==> src/rtl/base32_stream_encoder_core_assert.svh <==
// Assertion macros shared by the base32 encoder modules.
`ifndef BASE32_STREAM_ENCODER_CORE_ASSERT_SVH
`define BASE32_STREAM_ENCODER_CORE_ASSERT_SVH

// Same-cycle implication, checked outside reset.
`define B32E_ASSERT_NOW(label, clk_sig, rst_sig, ante, cons, msg) \
  label: assert property (@(posedge clk_sig) disable iff (rst_sig) \
    (ante) |-> (cons)) else $error(msg);

// Next-cycle implication, checked outside reset.
`define B32E_ASSERT_NEXT(label, clk_sig, rst_sig, ante, cons, msg) \
  label: assert property (@(posedge clk_sig) disable iff (rst_sig) \
    (ante) |=> (cons)) else $error(msg);

`endif

==> src/rtl/b32e_pkg.sv <==
`timescale 1ns / 1ps
// ----------------------------------------------------------------------------
// b32e_pkg
// Types and constants shared by the base32 stream encoder.
// ----------------------------------------------------------------------------
package b32e_pkg;

  localparam int GROUP_W   = 5;
  localparam int MAX_CHARS = 3;
  localparam int IDX_W     = 2;
  localparam int CNT_W     = 3;
  localparam int PEND_W    = 4;

  localparam logic [7:0] ASCII_UPPER_A = 8'h41;
  // '2' minus 26, so the digit range maps from group values 26 to 31.
  localparam logic [7:0] ASCII_DIGIT_BASE = 8'h18;
  localparam logic [4:0] LETTER_COUNT = 5'd26;

  // One byte after classification: its characters and how to flag them.
  typedef struct packed {
    logic [MAX_CHARS-1:0][GROUP_W-1:0] groups;
    logic [IDX_W-1:0]                  last_idx;
    logic                              final_word;
  } b32e_job_t;

  function automatic logic [7:0] b32_char(input logic [GROUP_W-1:0] g);
    logic [7:0] code;
    if (g < LETTER_COUNT) begin
      code = ASCII_UPPER_A + {3'b000, g};
    end else begin
      code = ASCII_DIGIT_BASE + {3'b000, g};
    end
    return code;
  endfunction

endpackage

==> src/rtl/b32e_front.sv <==
`timescale 1ns / 1ps
// ----------------------------------------------------------------------------
// b32e_front
// Accepts message bytes, merges them with the leftover bits and splits the
// result into 5-bit groups for the back end.
// ----------------------------------------------------------------------------
`include "base32_stream_encoder_core_assert.svh"

module b32e_front
  import b32e_pkg::*;
(
  input  logic       clk,
  input  logic       rst,
  input  logic       in_valid,
  output logic       in_ready,
  input  logic [7:0] data_byte,
  input  logic       is_final,
  output logic       push,
  output b32e_job_t  push_job,
  input  logic       queue_full
);

  logic [PEND_W-1:0] pending_bits;
  logic [CNT_W-1:0]  pending_count;
  logic [PEND_W-1:0] pending_bits_next;
  logic [CNT_W-1:0]  pending_count_next;

  logic [11:0] acc;
  logic [11:0] aligned;
  logic [14:0] window;
  logic [CNT_W-1:0] shift;
  logic [CNT_W-1:0] rem;
  logic        two_full;
  logic        has_tail;
  logic [PEND_W-1:0] rem_mask;

  assign in_ready = !queue_full;
  assign push     = in_valid && in_ready;

  always_comb begin
    acc      = {pending_bits, data_byte};
    // Left-justify the valid bits so the groups come off the top.
    shift    = 3'd4 - pending_count;
    aligned  = acc << shift;
    window   = {aligned, 3'b000};
    two_full = pending_count >= 3'd2;
    rem      = two_full ? (pending_count - 3'd2) : (pending_count + 3'd3);
    has_tail = is_final && (rem != 3'd0);
    rem_mask = ~(4'hF << rem);

    push_job.groups[0]  = window[14:10];
    push_job.groups[1]  = window[9:5];
    push_job.groups[2]  = window[4:0];
    push_job.final_word = is_final;
    if (two_full) begin
      push_job.last_idx = has_tail ? 2'd2 : 2'd1;
    end else begin
      push_job.last_idx = has_tail ? 2'd1 : 2'd0;
    end

    if (is_final) begin
      pending_bits_next  = '0;
      pending_count_next = '0;
    end else begin
      pending_bits_next  = acc[PEND_W-1:0] & rem_mask;
      pending_count_next = rem;
    end
  end

  always_ff @(posedge clk) begin
    if (rst) begin
      pending_bits  <= '0;
      pending_count <= '0;
    end else if (push) begin
      pending_bits  <= pending_bits_next;
      pending_count <= pending_count_next;
    end
  end

  `B32E_ASSERT_NOW(a_count_range, clk, rst, 1'b1, pending_count <= 3'd4, "leftover count above 4")
  `B32E_ASSERT_NEXT(a_final_clears, clk, rst, push && is_final, pending_count == 3'd0, "store not cleared after final byte")

endmodule

==> src/rtl/b32e_queue.sv <==
`timescale 1ns / 1ps
// ----------------------------------------------------------------------------
// b32e_queue
// Small FIFO of classified bytes between the front and back ends.
// ----------------------------------------------------------------------------
`include "base32_stream_encoder_core_assert.svh"

module b32e_queue
  import b32e_pkg::*;
#(
  parameter int DEPTH = 2
) (
  input  logic      clk,
  input  logic      rst,
  input  logic      push,
  input  b32e_job_t push_job,
  output logic      full,
  input  logic      pop,
  output logic      not_empty,
  output b32e_job_t pop_job
);

  localparam int PTR_W = (DEPTH > 1) ? $clog2(DEPTH) : 1;
  localparam int CNT_W = $clog2(DEPTH + 1);
  localparam logic [PTR_W-1:0] LAST_PTR = PTR_W'(DEPTH - 1);
  localparam logic [CNT_W-1:0] FULL_CNT = CNT_W'(DEPTH);

  b32e_job_t        entries [DEPTH];
  logic [PTR_W-1:0] wr_ptr;
  logic [PTR_W-1:0] rd_ptr;
  logic [CNT_W-1:0] count;

  assign full      = count == FULL_CNT;
  assign not_empty = count != '0;
  assign pop_job   = entries[rd_ptr];

  always_ff @(posedge clk) begin
    if (push) begin
      entries[wr_ptr] <= push_job;
    end
  end

  always_ff @(posedge clk) begin
    if (rst) begin
      wr_ptr <= '0;
      rd_ptr <= '0;
      count  <= '0;
    end else begin
      if (push) begin
        wr_ptr <= (wr_ptr == LAST_PTR) ? '0 : wr_ptr + 1'b1;
      end
      if (pop) begin
        rd_ptr <= (rd_ptr == LAST_PTR) ? '0 : rd_ptr + 1'b1;
      end
      if (push && !pop) begin
        count <= count + 1'b1;
      end else if (pop && !push) begin
        count <= count - 1'b1;
      end
    end
  end

  `B32E_ASSERT_NOW(a_queue_bounds, clk, rst, 1'b1, (count <= FULL_CNT) && !(pop && !not_empty), "queue overflow or underflow")

endmodule

==> src/rtl/b32e_back.sv <==
`timescale 1ns / 1ps
// ----------------------------------------------------------------------------
// b32e_back
// Takes classified bytes from the queue and issues their characters, one
// per cycle while out_ready allows, through a registered output.
// ----------------------------------------------------------------------------
`include "base32_stream_encoder_core_assert.svh"

module b32e_back
  import b32e_pkg::*;
(
  input  logic       clk,
  input  logic       rst,
  input  logic       job_avail,
  input  b32e_job_t  next_job,
  output logic       pop,
  output logic       out_valid,
  input  logic       out_ready,
  output logic [7:0] char_code,
  output logic       run_end,
  output logic       message_end
);

  b32e_job_t        job;
  logic             job_valid;
  logic [IDX_W-1:0] idx;
  logic             load_out;
  logic             at_last;
  logic             issue;

  assign load_out = !out_valid || out_ready;
  assign at_last  = idx == job.last_idx;
  assign issue    = job_valid && load_out;
  assign pop      = job_avail && (!job_valid || (issue && at_last));

  always_ff @(posedge clk) begin
    if (pop) begin
      job <= next_job;
    end
    if (issue) begin
      char_code   <= b32_char(job.groups[idx]);
      run_end     <= at_last;
      message_end <= at_last && job.final_word;
    end
  end

  always_ff @(posedge clk) begin
    if (rst) begin
      job_valid <= 1'b0;
      idx       <= '0;
      out_valid <= 1'b0;
    end else begin
      if (pop) begin
        job_valid <= 1'b1;
        idx       <= '0;
      end else if (issue) begin
        if (at_last) begin
          job_valid <= 1'b0;
          idx       <= '0;
        end else begin
          idx <= idx + 1'b1;
        end
      end
      if (issue) begin
        out_valid <= 1'b1;
      end else if (out_ready) begin
        out_valid <= 1'b0;
      end
    end
  end

  `B32E_ASSERT_NOW(a_msg_end_on_run_end, clk, rst, out_valid && message_end, run_end, "message end without run end")
  `B32E_ASSERT_NOW(a_idx_in_job, clk, rst, job_valid, idx <= job.last_idx, "character index past end of byte")

endmodule

==> src/rtl/base32_stream_encoder_core.sv <==
`timescale 1ns / 1ps
// ----------------------------------------------------------------------------
// base32_stream_encoder_core
// Unpadded base32 encoder: one message byte in, one to three alphabet
// characters out, leftover bits carried between bytes.
// ----------------------------------------------------------------------------
// Channel  Direction  Handshake             Word
// input    in         in_valid / in_ready   data_byte, is_final
// output   out        out_valid / out_ready char_code, run_end, message_end
//
// The back end issues one character per cycle while out_ready allows, and a
// byte yields one to three (1.6 on average); that output register sets the rate.
// The front end takes a byte per cycle while the queue has room.
// A byte passes the queue, the job register and the output register in turn.
// Reset clears the leftover store, the queue and the output.
// A stalled output fills the queue, after which in_ready drops.
// ----------------------------------------------------------------------------
module base32_stream_encoder_core
  import b32e_pkg::*;
#(
  parameter int QUEUE_DEPTH = 2
) (
  input  logic       clk,
  input  logic       rst,
  input  logic       in_valid,
  output logic       in_ready,
  input  logic [7:0] data_byte,
  input  logic       is_final,
  output logic       out_valid,
  input  logic       out_ready,
  output logic [7:0] char_code,
  output logic       run_end,
  output logic       message_end
);

  logic      push;
  b32e_job_t push_job;
  logic      queue_full;
  logic      pop;
  logic      queue_not_empty;
  b32e_job_t pop_job;

  b32e_front u_front (
    .clk        (clk),
    .rst        (rst),
    .in_valid   (in_valid),
    .in_ready   (in_ready),
    .data_byte  (data_byte),
    .is_final   (is_final),
    .push       (push),
    .push_job   (push_job),
    .queue_full (queue_full)
  );

  b32e_queue #(
    .DEPTH (QUEUE_DEPTH)
  ) u_queue (
    .clk       (clk),
    .rst       (rst),
    .push      (push),
    .push_job  (push_job),
    .full      (queue_full),
    .pop       (pop),
    .not_empty (queue_not_empty),
    .pop_job   (pop_job)
  );

  b32e_back u_back (
    .clk         (clk),
    .rst         (rst),
    .job_avail   (queue_not_empty),
    .next_job    (pop_job),
    .pop         (pop),
    .out_valid   (out_valid),
    .out_ready   (out_ready),
    .char_code   (char_code),
    .run_end     (run_end),
    .message_end (message_end)
  );

endmodule

==> config.mk <==
export PLATFORM = sky130hd
export DESIGN_NAME = base32_stream_encoder_core
export DESIGN_NICKNAME = d
export VERILOG_FILES = /design/src/rtl/b32e_pkg.sv /design/src/rtl/b32e_front.sv /design/src/rtl/b32e_queue.sv /design/src/rtl/b32e_back.sv /design/src/rtl/base32_stream_encoder_core.sv
export VERILOG_INCLUDE_DIRS = /design/src /design/src/rtl
export SDC_FILE = /design/constraint.sdc
export NUM_CORES = 1
export LEC_CHECK = 0
export ABC_AREA = 1
export BUFFER_PORTS_ARGS = -buffer_cell sky130_fd_sc_hd__buf_2
export CAP_MARGIN = 5
export CORE_MARGIN = 4
export CORE_UTILIZATION = 65
export CTS_CLUSTER_SIZE = 8
export DETAILED_ROUTE_END_ITERATION = 8
export HOLD_SLACK_MARGIN = 0.08
export PLACE_DENSITY = 0.9
export SYNTH_ARGS = -nofsm -noshare
export SYNTH_HDL_FRONTEND = slang
export SYNTH_HIERARCHICAL = 1
export SYNTH_SLANG_ARGS = --single-unit
==> constraint.sdc <==
create_clock -name clk -period 3.2 [get_ports clk]
set_input_delay 0.16 -clock clk [delete_from_list [all_inputs] [get_ports clk]]
set_output_delay 0.16 -clock clk [all_outputs]
set_load 0.01 [all_outputs]
==> results.txt, run 1 <==
Pwr Density = 930.6 nW/µm²
WL met1 = 2.589 mm
NetSw = 1396 µW
Reg2Reg Setup Slack = 0.77 ns
CP endpoint kind = flop
site row count = 27
Setup TNS Final = 0 ns
WP data required = 3.35 ns
initial antenna violation count = 0
crit path cell chain = inv_2 -> ha_1 -> clkinv_1 -> nand3_1 -> o21ai_1 -> o21ai_0
number of buffers inserted during clock tree synthesis = 9
Die Ht = 85.24 µm
Sink Count = 79
LEAKAGE = 0.001761 µW
# diodes = 0
highest metal used = met4
Internal = 2517 µW
Synth Warn # = 6
DRC viols = 0
Worst Tran Pin Value = 1.022 ns
Worst setup SP type = flop
critical-path maximum fanout = 17
skew final = 0.01072 ns
vias in the first global route = 2,475
CP peak stage delay = 0.61 ns
min cycle time layout = 2.434 ns
Post-CTS Resized = 0
half-perimeter wire length after placement = 4.833 mm
latest clock arrival within the worst-skew pair = 0.34 ns
area delta synth->final = 8.454%
post-CTS setup buffer count = 0
share of post-route cells with drive strength above 1 = 24.24%
WL met2 = 3.635 mm
Util after Layout = 74.54%
Worst path slowest cell = dfxtp_1
CTS tree = done
Remaining Overflow, GRT = 0
most frequent cells in the layout = 83 x nand2_1, 63 x edfxtp_1, 35 x inv_1
Cells after Synth = 365
Sw Share = 35.68%
core area = 5642 µm²
Worst EP arrival = 2.58 ns
outcome = completed
post-synth cell types = 37
number of synthesized flops with an enable pin = 63
first-pass GRT wire length = 11.01 mm
Syn Area/Cell = 10.62 µm²
met3 WL = 350 µm
Max-Cap Viols = 0
vias = 2,567
RSZ-0062 raised after global routing = no
total length of routed wires = 6.760 mm
Horiz. Die Dim = 85.24 µm
buffers plus inverters on the worst setup path = 2
Setup CP Type = reg -> reg
Reg clk slew, reported paths = 0.08 ns
critical path's top delay family = flip-flops
min-delay worst type = in -> reg
Pins Over Slew Limit = 0
# hold bufs at CTS = 0
ys flop type = edfxtp_1
Via density = 5.485
#FFs+latches synth = 79
DR iter-0 viols = 180
normalized max-slew margin = 31.80%
top-level I/O count = 25
Clk network pwr share = 18.6%
f_max = 0.4109 GHz
Detailed Routing Iterations Pass 1 = 5
Max VDD drop = 453.7 µV
register area share after synthesis = 57.05%
Setup Viol. Count Final = 0
leading cell type in the layout, fill and taps excluded = nand2_1
share of power burned in registers = 44.8%
Tcrit/Tclk final = 76.06%
final hold vios = 0
largest net degree at the start of global routing = 21
WL/cell = 14.44 µm
post-detailed-route count of antenna-violating nets = 0
H-tree depth = 3
Clock Path Buffers = 2
Gate power share = 36.6%
Clock Root Buffer = clkbuf_8
Starting Density = 68.73%
GP Congestion = 0.9068
PortBufs = 23
die area = 7265 µm²
fin nets = 412
Tot GR Track Use = 19.17%
Post-Syn Area = 3877 µm²
Post-synth ARST share = 0%
[per-stage QoR]
step | std cells | total power (µW) | instance area [µm²] | setup slack, ns | hold WS, ns
2_1_floorplan | 367 | 2883 | 3885 | 1.025 | 0.2224
3_3_place_gp | 452 | 3077 | 3995 | 0.9138 | 0.4431
3_5_place_dp | 452 | 3188 | 3995 | 0.8274 | 0.4540
4_1_cts | 468 | 3929 | 4205 | 0.8119 | 0.09714
5_1_grt | 468 | 4167 | 4205 | 0.5104 | 0.1058
6_report | 468 | 3913 | 4205 | 0.7661 | 0.1050
[cell families after synthesis]
kind of cell / after synthesis / share of synthesized area, %
DFF: 79 / 57.05
AOI/OAI and AO/OA: 42 / 6.164
and+or+nand+nor: 152 / 18.59
other: 2 / 0.1937
buffers and inverters: 58 / 7.648
adders and majority gates: 8 / 2.582
xor gates and xnor gates: 5 / 1.323
muxes: 19 / 6.454
[state kept, by name, indices dropped and copies added (netlist names), named ones only]
signal and cells:
u_back/out_valid 1, u_back/char_code 7, u_back/job 18, u_back/job_valid 1, u_back/idx 2, u_back/message_end 1, u_queue/rd_ptr 1, u_queue/entries 36
u_queue/wr_ptr 1, u_back/run_end 1, u_front/pending_bits 4, u_front/pending_count 3, u_queue/count 2
[cell usage after synthesis, drive strengths merged, types with 2 or more instances]
master	n	area, µm²
dfxtp	16	320.3
nor3	2	10.01
inv	43	171.4
o21ai	27	142.6
conb	2	7.510
clkinv	2	7.510
nand4	4	25.02
edfxtp	63	1892
a21oi	12	75.08
nand2	100	452.9
nor2	22	95.09
buf	13	117.6
o211ai	2	15.01
ha	8	100.1
xnor2	4	35.03
nand3	23	130.1
mux2	18	240.2
[power groups by stage]
stage | sequential [µW] | clock (µW) | combinational, µW
6_report | 1750 | 727 | 1430
5_1_grt | 1780 | 791 | 1600
3_5_place_dp | 1770 | 0 | 1420
3_3_place_gp | 1750 | 0 | 1330
4_1_cts | 1760 | 742 | 1430
2_1_floorplan | 1710 | 0 | 1180
[worst register-to-register path, stage by stage, from the launching register on]
cell	delay, ns
dfxtp_1	0.61
inv_2	0.23
ha_1	0.61
clkinv_1	0.33
nand3_1	0.16
o21ai_1	0.09
o21ai_0	0.22
[cell type report]
cell class,count,area [µm²]
Clock inverter,5,36.28
Clock buffer,11,173.9
Timing Repair Buffer,26,137.6
Multi-Input combinational cell,230,1376
Tap cell,72,90.09
Inverter,45,178.9
Fill cell,346,1436
Sequential cell,79,2212
[worst paths after layout]
path	from	to	cells after the start
worst min register to register	u_front/pending_bits[2]$_SDFFE_PP0P_	u_front/pending_bits[2]$_SDFFE_PP0P_	2
worst min-delay path	out_ready	u_back/out_valid$_SDFFE_PP0P_	4
worst max register to register	u_front/pending_count[0]$_SDFFE_PP0P_	u_queue/entries[1][4]$_DFFE_PP_	6
worst max-delay path	u_front/pending_count[0]$_SDFFE_PP0P_	u_queue/entries[1][4]$_DFFE_PP_	6
[layer usage]
metal	track usage [%]	vias to the layer above
li1	-	1268
met1	21.08	1188
met2	35.59	91
met3	4.078	20
met4	7.770	0
met5	0	-
No activity file was read; power rests on OpenSTA's default activity.
==> run 2, diff against run 1 <==
- ABC_AREA: 1 -> 0
- CORE_UTILIZATION: 65 -> 55
- PLACE_DENSITY: 0.9 -> 0.81
- clock period: 3.2 -> 2.1 ns (I/O delays scaled with it)
==> run 2 against run 1 <==
Net effect:
- non-clock buffer count rose by 22
- clock-buffer cell count rose by 1
- combinational power rose by 57%
- wire length fell by 10%
==> results.txt, run 2 <==
Largest Register = u_queue/entries
skew final = 0.01197 ns
Setup CP Type = reg -> reg
outcome = completed
Placed Instances = 392
Max-Cap Viols = 0
number of synthesized flops with an enable pin = 63
fin nets = 352
post-CTS setup buffer count = 0
leading cell type in the layout, fill and taps excluded = edfxtp_1
Placed Area = 4004 µm²
f_max = 0.5025 GHz
RSZ-0062 raised after global routing = no
crit path cell chain = clkinv_4 -> buf_4 -> ha_1 -> nor2b_1 -> a21oi_1 -> o221ai_2 -> a221o_1 -> a32o_1
Register-to-Register Path Depth = 8
core area = 6459 µm²
Sw Share = 32.59%
Clock Path Buffers = 2
site row count = 29
Reg2Reg Setup Slack = 0.11 ns
Pwr Density = 1377 nW/µm²
hold path startpoint = rst
Hold Path End = u_queue/rd_ptr$_SDFFE_PP0P_
#FFs+latches synth = 79
Clock Root Buffer = clkbuf_8
largest net degree at the start of global routing = 21
NetSw = 1905 µW
worst r2r dst = u_front/pending_bits[2]$_SDFFE_PP0P_
post-synth cell types = 54
initial antenna violation count = 0
CP endpoint kind = flop
DR iter-0 viols = 104
vias = 2,287
Internal = 3942 µW
post-synth top area cell = edfxtp_1
Tot GR Track Use = 15.87%
half-perimeter wire length after placement = 4.329 mm
top post-synthesis cells by area = edfxtp_1 51%, dfxtp_1 8.6%, mux2_2 7.0%, mux2i_1 4.0%, ha_1 2.7%
final hold vios = 0
Max VDD drop = 647.5 µV
first-pass GRT wire length = 10.35 mm
latest clock arrival within the worst-skew pair = 0.34 ns
number of buffers inserted during clock tree synthesis = 9
Synth Warn # = 6
Setup Viol. Count Final = 0
vias in the first global route = 2,268
DRC viols = 0
filler cell count = 485
Clk network pwr share = 17.7%
min-delay worst type = in -> reg
Sink Count = 79
Worst EP arrival = 2.23 ns
Seq. cell area = 2213 µm²
LEAKAGE = 0.001587 µW
share of post-route cells with drive strength above 1 = 29.17%
Cells after Synth = 286
cell area after layout = 4247 µm²
Gate power share = 38.4%
Via density = 5.538
worst r2r src = u_front/pending_count[0]$_SDFFE_PP0P_
Worst setup SP type = flop
Post-synth ARST share = 0%
Hold Path Stages = 2
Reg clk slew, reported paths = 0.08 ns
Multi-input gate area = 1364 µm²
post-detailed-route count of antenna-violating nets = 0
Remaining Overflow, GRT = 0
CTS tree = done
WP data required = 2.34 ns
total length of routed wires = 6.061 mm
CP peak stage delay = 0.40 ns
H-tree depth = 3
share of power burned in registers = 43.9%
Worst path slowest cell = dfxtp_1
GP Congestion = 0.9041
PortBufs = 23
ys flop type = edfxtp_1
Setup TNS Final = 0 ns
commonest cells in the netlist = 63 x edfxtp_1, 23 x mux2_2, 19 x nand2_1, 19 x nor2_1, 16 x dfxtp_1
Post-Syn Area = 3716 µm²
Detailed Routing Iterations Pass 1 = 4
Tcrit/Tclk final = 94.76%
most common cell in the netlist = edfxtp_1
die area = 8135 µm²
WL/cell = 14.68 µm
Synth top area share = 50.91%
critical path's top delay family = compound AO/OA/AOI/OAI gates
Largest regs = u_queue/entries: 36 flops, u_back/job: 18 flops, u_back/char_code: 7 flops
area delta synth->final = 14.28%
critical-path maximum fanout = 9
buffers plus inverters on the worst setup path = 2
Horiz. Die Dim = 90.20 µm
Largest register FFs = 36
Syn Area/Cell = 12.99 µm²
min cycle time layout = 1.990 ns
Starting Density = 57.54%
register area share after synthesis = 59.53%
# diodes = 0
Fin Hold WS = 0.1206 ns
top-level I/O count = 25
Die Ht = 90.20 µm
Pins Over Slew Limit = 0
Layout Cells excl Fill = 413
most frequent cells in the layout = 63 x edfxtp_1, 23 x buf_2, 23 x mux2_2
run 2: timing repair:
action	CTS	global route
hold buffers	5	0
endpoints found under the setup margin	0	20
gates resized for setup	0	5
hold endpoints to repair	6	0
run 2: layout make-up:
type	instances	area share (%)
Timing Repair Buffer	48	8.014
Multi-Input combinational cell	181	32.12
Inverter	12	1.179
Clock inverter	4	0.6187
Sequential cell	79	52.12
Tap cell	77	2.269
Clock buffer	12	3.683
run 2: power groups by stage:
stage / Combinational, µW / Clock (µW) / Sequential, µW
after floorplan: 1640 / 0 / 2600
after global placement: 2150 / 0 / 2580
after detailed placement: 2230 / 0 / 2610
after CTS: 2250 / 1060 / 2570
after global routing: 2520 / 1130 / 2610
final: 2250 / 1030 / 2570
run 2: how the worst max path moves through the flow:
stage	from	slack [ns]	cells past startpoint	to
floorplan	u_back/idx[1]$_SDFFE_PP0P_	-0.17	9	u_queue/count[1]$_SDFFE_PP0P_
global placement	u_front/pending_count[0]$_SDFFE_PP0P_	0.12	5	u_queue/entries[1][3]$_DFFE_PP_
detailed placement	u_front/pending_count[0]$_SDFFE_PP0P_	0.02	8	u_front/pending_bits[2]$_SDFFE_PP0P_
CTS	u_front/pending_count[0]$_SDFFE_PP0P_	0.01	8	u_front/pending_bits[2]$_SDFFE_PP0P_
global route	u_back/idx[0]$_SDFFE_PP0P_	0.001	7	u_back/char_code[3]$_DFFE_PP_
finish	u_front/pending_count[0]$_SDFFE_PP0P_	0.11	8	u_front/pending_bits[2]$_SDFFE_PP0P_
run 2: per-layer routing:
metal  wire, µm  track usage, %  up-vias
met2       3069           27.07       51
met1       2588           18.54     1090
li1           -               -     1131
met4        190           10.46        0
met3        211           2.421       15
met5          0               0        -
run 2: cell families after synthesis:
| kind of cell | count (synthesis) | share of synthesized area [%] |
|---|---|---|
| flip-flops | 79 | 59.53 |
| AND/OR/NAND/NOR | 68 | 9.327 |
| AO/OA/AOI/OAI | 51 | 10.10 |
| multiplexers | 38 | 11.01 |
| buffers and inverters | 28 | 4.310 |
| XOR/XNOR | 12 | 2.828 |
| adder cells (fa/ha/maj) | 8 | 2.694 |
| other | 2 | 0.2021 |
run 2: per-stage QoR:
stage                     setup slack [ns]  total power (µW)  util [%]
final                               0.1101              5848     65.75
after global routing              0.001295              6253     65.75
after CTS                         0.009856              5884     65.59
after detailed placement           0.01796              4840     61.99
after global placement              0.1163              4732     61.99
after floorplan                    -0.1669              4244         -
run 2: worst register-to-register path, cell delays in order (launching register included):
cell and delay [ns]:
dfxtp_1 0.40, clkinv_4 0.07, buf_4 0.17, ha_1 0.21, nor2b_1 0.13, a21oi_1 0.16, o221ai_2 0.20, a221o_1 0.30
a32o_1 0.25
==> run 3, diff against run 2 <==
- MAX_ROUTING_LAYER: unset -> met4
==> run 3 against run 2 <==
Net effect:
- global-route usage grew 0.48 points
- first-iteration DRC count grew 38%
- power grew 4.4%
- highest routed layer unchanged
- critical path depth shrank 3
- combinational power is essentially flat
- sequential power is essentially flat
- largest cell class unchanged
- fmax shrank 2.4%
==> results.txt, run 3 (same netlist as run 2, synthesis figures left out) <==
largest net degree at the start of global routing = 21
LEAKAGE = 0.001616 µW
Remaining Overflow, GRT = 0
Seq. cell area = 2212 µm²
cell mode on critical path = o21ai_0
top-level I/O count = 25
Reg clk slew, reported paths = 0.08 ns
Max VDD drop = 664.8 µV
Max-Cap Viols = 0
Die Ht = 90.20 µm
number of buffers inserted during clock tree synthesis = 9
die area = 8135 µm²
leading cell type in the layout, fill and taps excluded = edfxtp_1
GRT met2 Usage = 26.94%
vias in the first global route = 2,291
post-CTS setup buffer count = 0
Largest Register = u_queue/entries
met1 usage = 19.34%
Via density = 5.603
Pins Over Slew Limit = 0
total length of routed wires = 6.207 mm
# diodes = 0
half-perimeter wire length after placement = 4.279 mm
Layout Cells excl Fill = 413
Pwr Density = 1419 nW/µm²
area delta synth->final = 15.82%
first-pass GRT wire length = 10.44 mm
post-detailed-route count of antenna-violating nets = 0
CP peak stage delay = 0.44 ns
latest clock arrival within the worst-skew pair = 0.35 ns
Multi-input gate area = 1370 µm²
global-route track usage on met3 = 3.172%
WL/cell = 15.03 µm
Setup CP Type = reg -> reg
Tot GR Track Use = 16.35%
DR iter-0 viols = 143
H-tree depth = 3
Setup TNS Final = 0 ns
Tcrit/Tclk final = 97.07%
initial antenna violation count = 0
DRC viols = 0
share of post-route cells with drive strength above 1 = 30.06%
critical-path maximum fanout = 9
filler cell count = 456
min-delay worst type = in -> reg
RSZ-0062 raised after global routing = no
most frequent cells in the layout = 63 x edfxtp_1, 23 x buf_2, 23 x mux2_2
Largest regs = u_queue/entries: 36 flops, u_back/job: 18 flops, u_back/char_code: 7 flops
Worst path slowest cell = ha_2
Clock Root Buffer = clkbuf_8
Starting Density = 57.54%
site row count = 29
Setup Viol. Count Final = 0
Sink Count = 79
Detailed Routing Iterations Pass 1 = 4
GP Congestion = 0.9177
Largest register FFs = 36
min cycle time layout = 2.038 ns
vias = 2,314
Worst EP arrival = 2.10 ns
CTS tree = done
fin nets = 352
Horiz. Die Dim = 90.20 µm
WP data required = 2.16 ns
CP endpoint kind = flop
Placed Instances = 392
core area = 6459 µm²
crit path cell chain = clkinv_4 -> ha_2 -> mux2_2 -> o21ai_0 -> o21ai_0
PortBufs = 23
outcome = completed
global route hottest layer = met2
Clock Path Buffers = 2
Worst setup SP type = flop
final hold vios = 0
Util after Layout = 66.64%
skew final = 0.009792 ns
f_max = 0.4906 GHz
==> run 3: power by group <==
part           internal, µW  total, µW  switching, µW
Combinational          1030       2280           1250
Sequential             2410       2560            154
Clock                   722       1260            537
Total                  4160       6110           1940
==> run 3: critical path, delay by kind of cell (launching register included) <==
family / cells / cell delay, ns
DFF: 1 / 0.41
AOI/OAI and AO/OA: 2 / 0.46
adders and majority gates: 1 / 0.44
buffers and inverters: 1 / 0.07
muxes: 1 / 0.37
==> run 3: repair_timing <==
action | in CTS | in global routing
hold buffers | 5 | 0
setup endpoints to repair | 0 | 25
hold endpoints to repair | 6 | 0
gates resized for setup | 0 | 5
==> run 3: final timing paths <==
path / startpoint / to / slack [ns] / depth (start not counted)
setup reg to reg: u_front/pending_count[0]$_SDFFE_PP0P_ / u_queue/entries[1][5]$_DFFE_PP_ / 0.06 / 5
hold / removal: rst / u_front/pending_count[2]$_SDFFE_PP0P_ / 0.12 / 2
setup / recovery: u_front/pending_count[0]$_SDFFE_PP0P_ / u_queue/entries[1][5]$_DFFE_PP_ / 0.06 / 5
hold reg to reg: u_front/pending_bits[1]$_SDFFE_PP0P_ / u_front/pending_bits[1]$_SDFFE_PP0P_ / 0.47 / 2
==> run 3: area by class of cell <==
type	instances	area share, %
Multi-Input combinational cell	181	31.83
Clock inverter	4	1.105
Timing Repair Buffer	48	7.907
Sequential cell	79	51.40
Inverter	12	1.163
Clock buffer	12	4.360
Tap cell	77	2.238
==> run 3: metal layers <==
layer | up-vias | part of all wire, %
met5 | - | 0
met2 | 66 | 50
met1 | 1109 | 44
met4 | 0 | 2.0
li1 | 1126 | -
met3 | 13 | 4.4
==> run 3: through the flow <==
| stage | power, µW | instance area [µm²] | setup slack (ns) | hold WS, ns |
|---|---|---|---|---|
| 6_report | 6106 | 4304 | 0.06157 | 0.1172 |
| 5_1_grt | 6492 | 4304 | 0.01304 | 0.1138 |
| 4_1_cts | 6117 | 4289 | 0.03617 | 0.09909 |
| 3_5_place_dp | 4842 | 4004 | 0.04879 | 0.3883 |
| 3_3_place_gp | 4737 | 4004 | 0.1279 | 0.3761 |
| 2_1_floorplan | 4244 | 3737 | -0.1669 | 0.1741 |
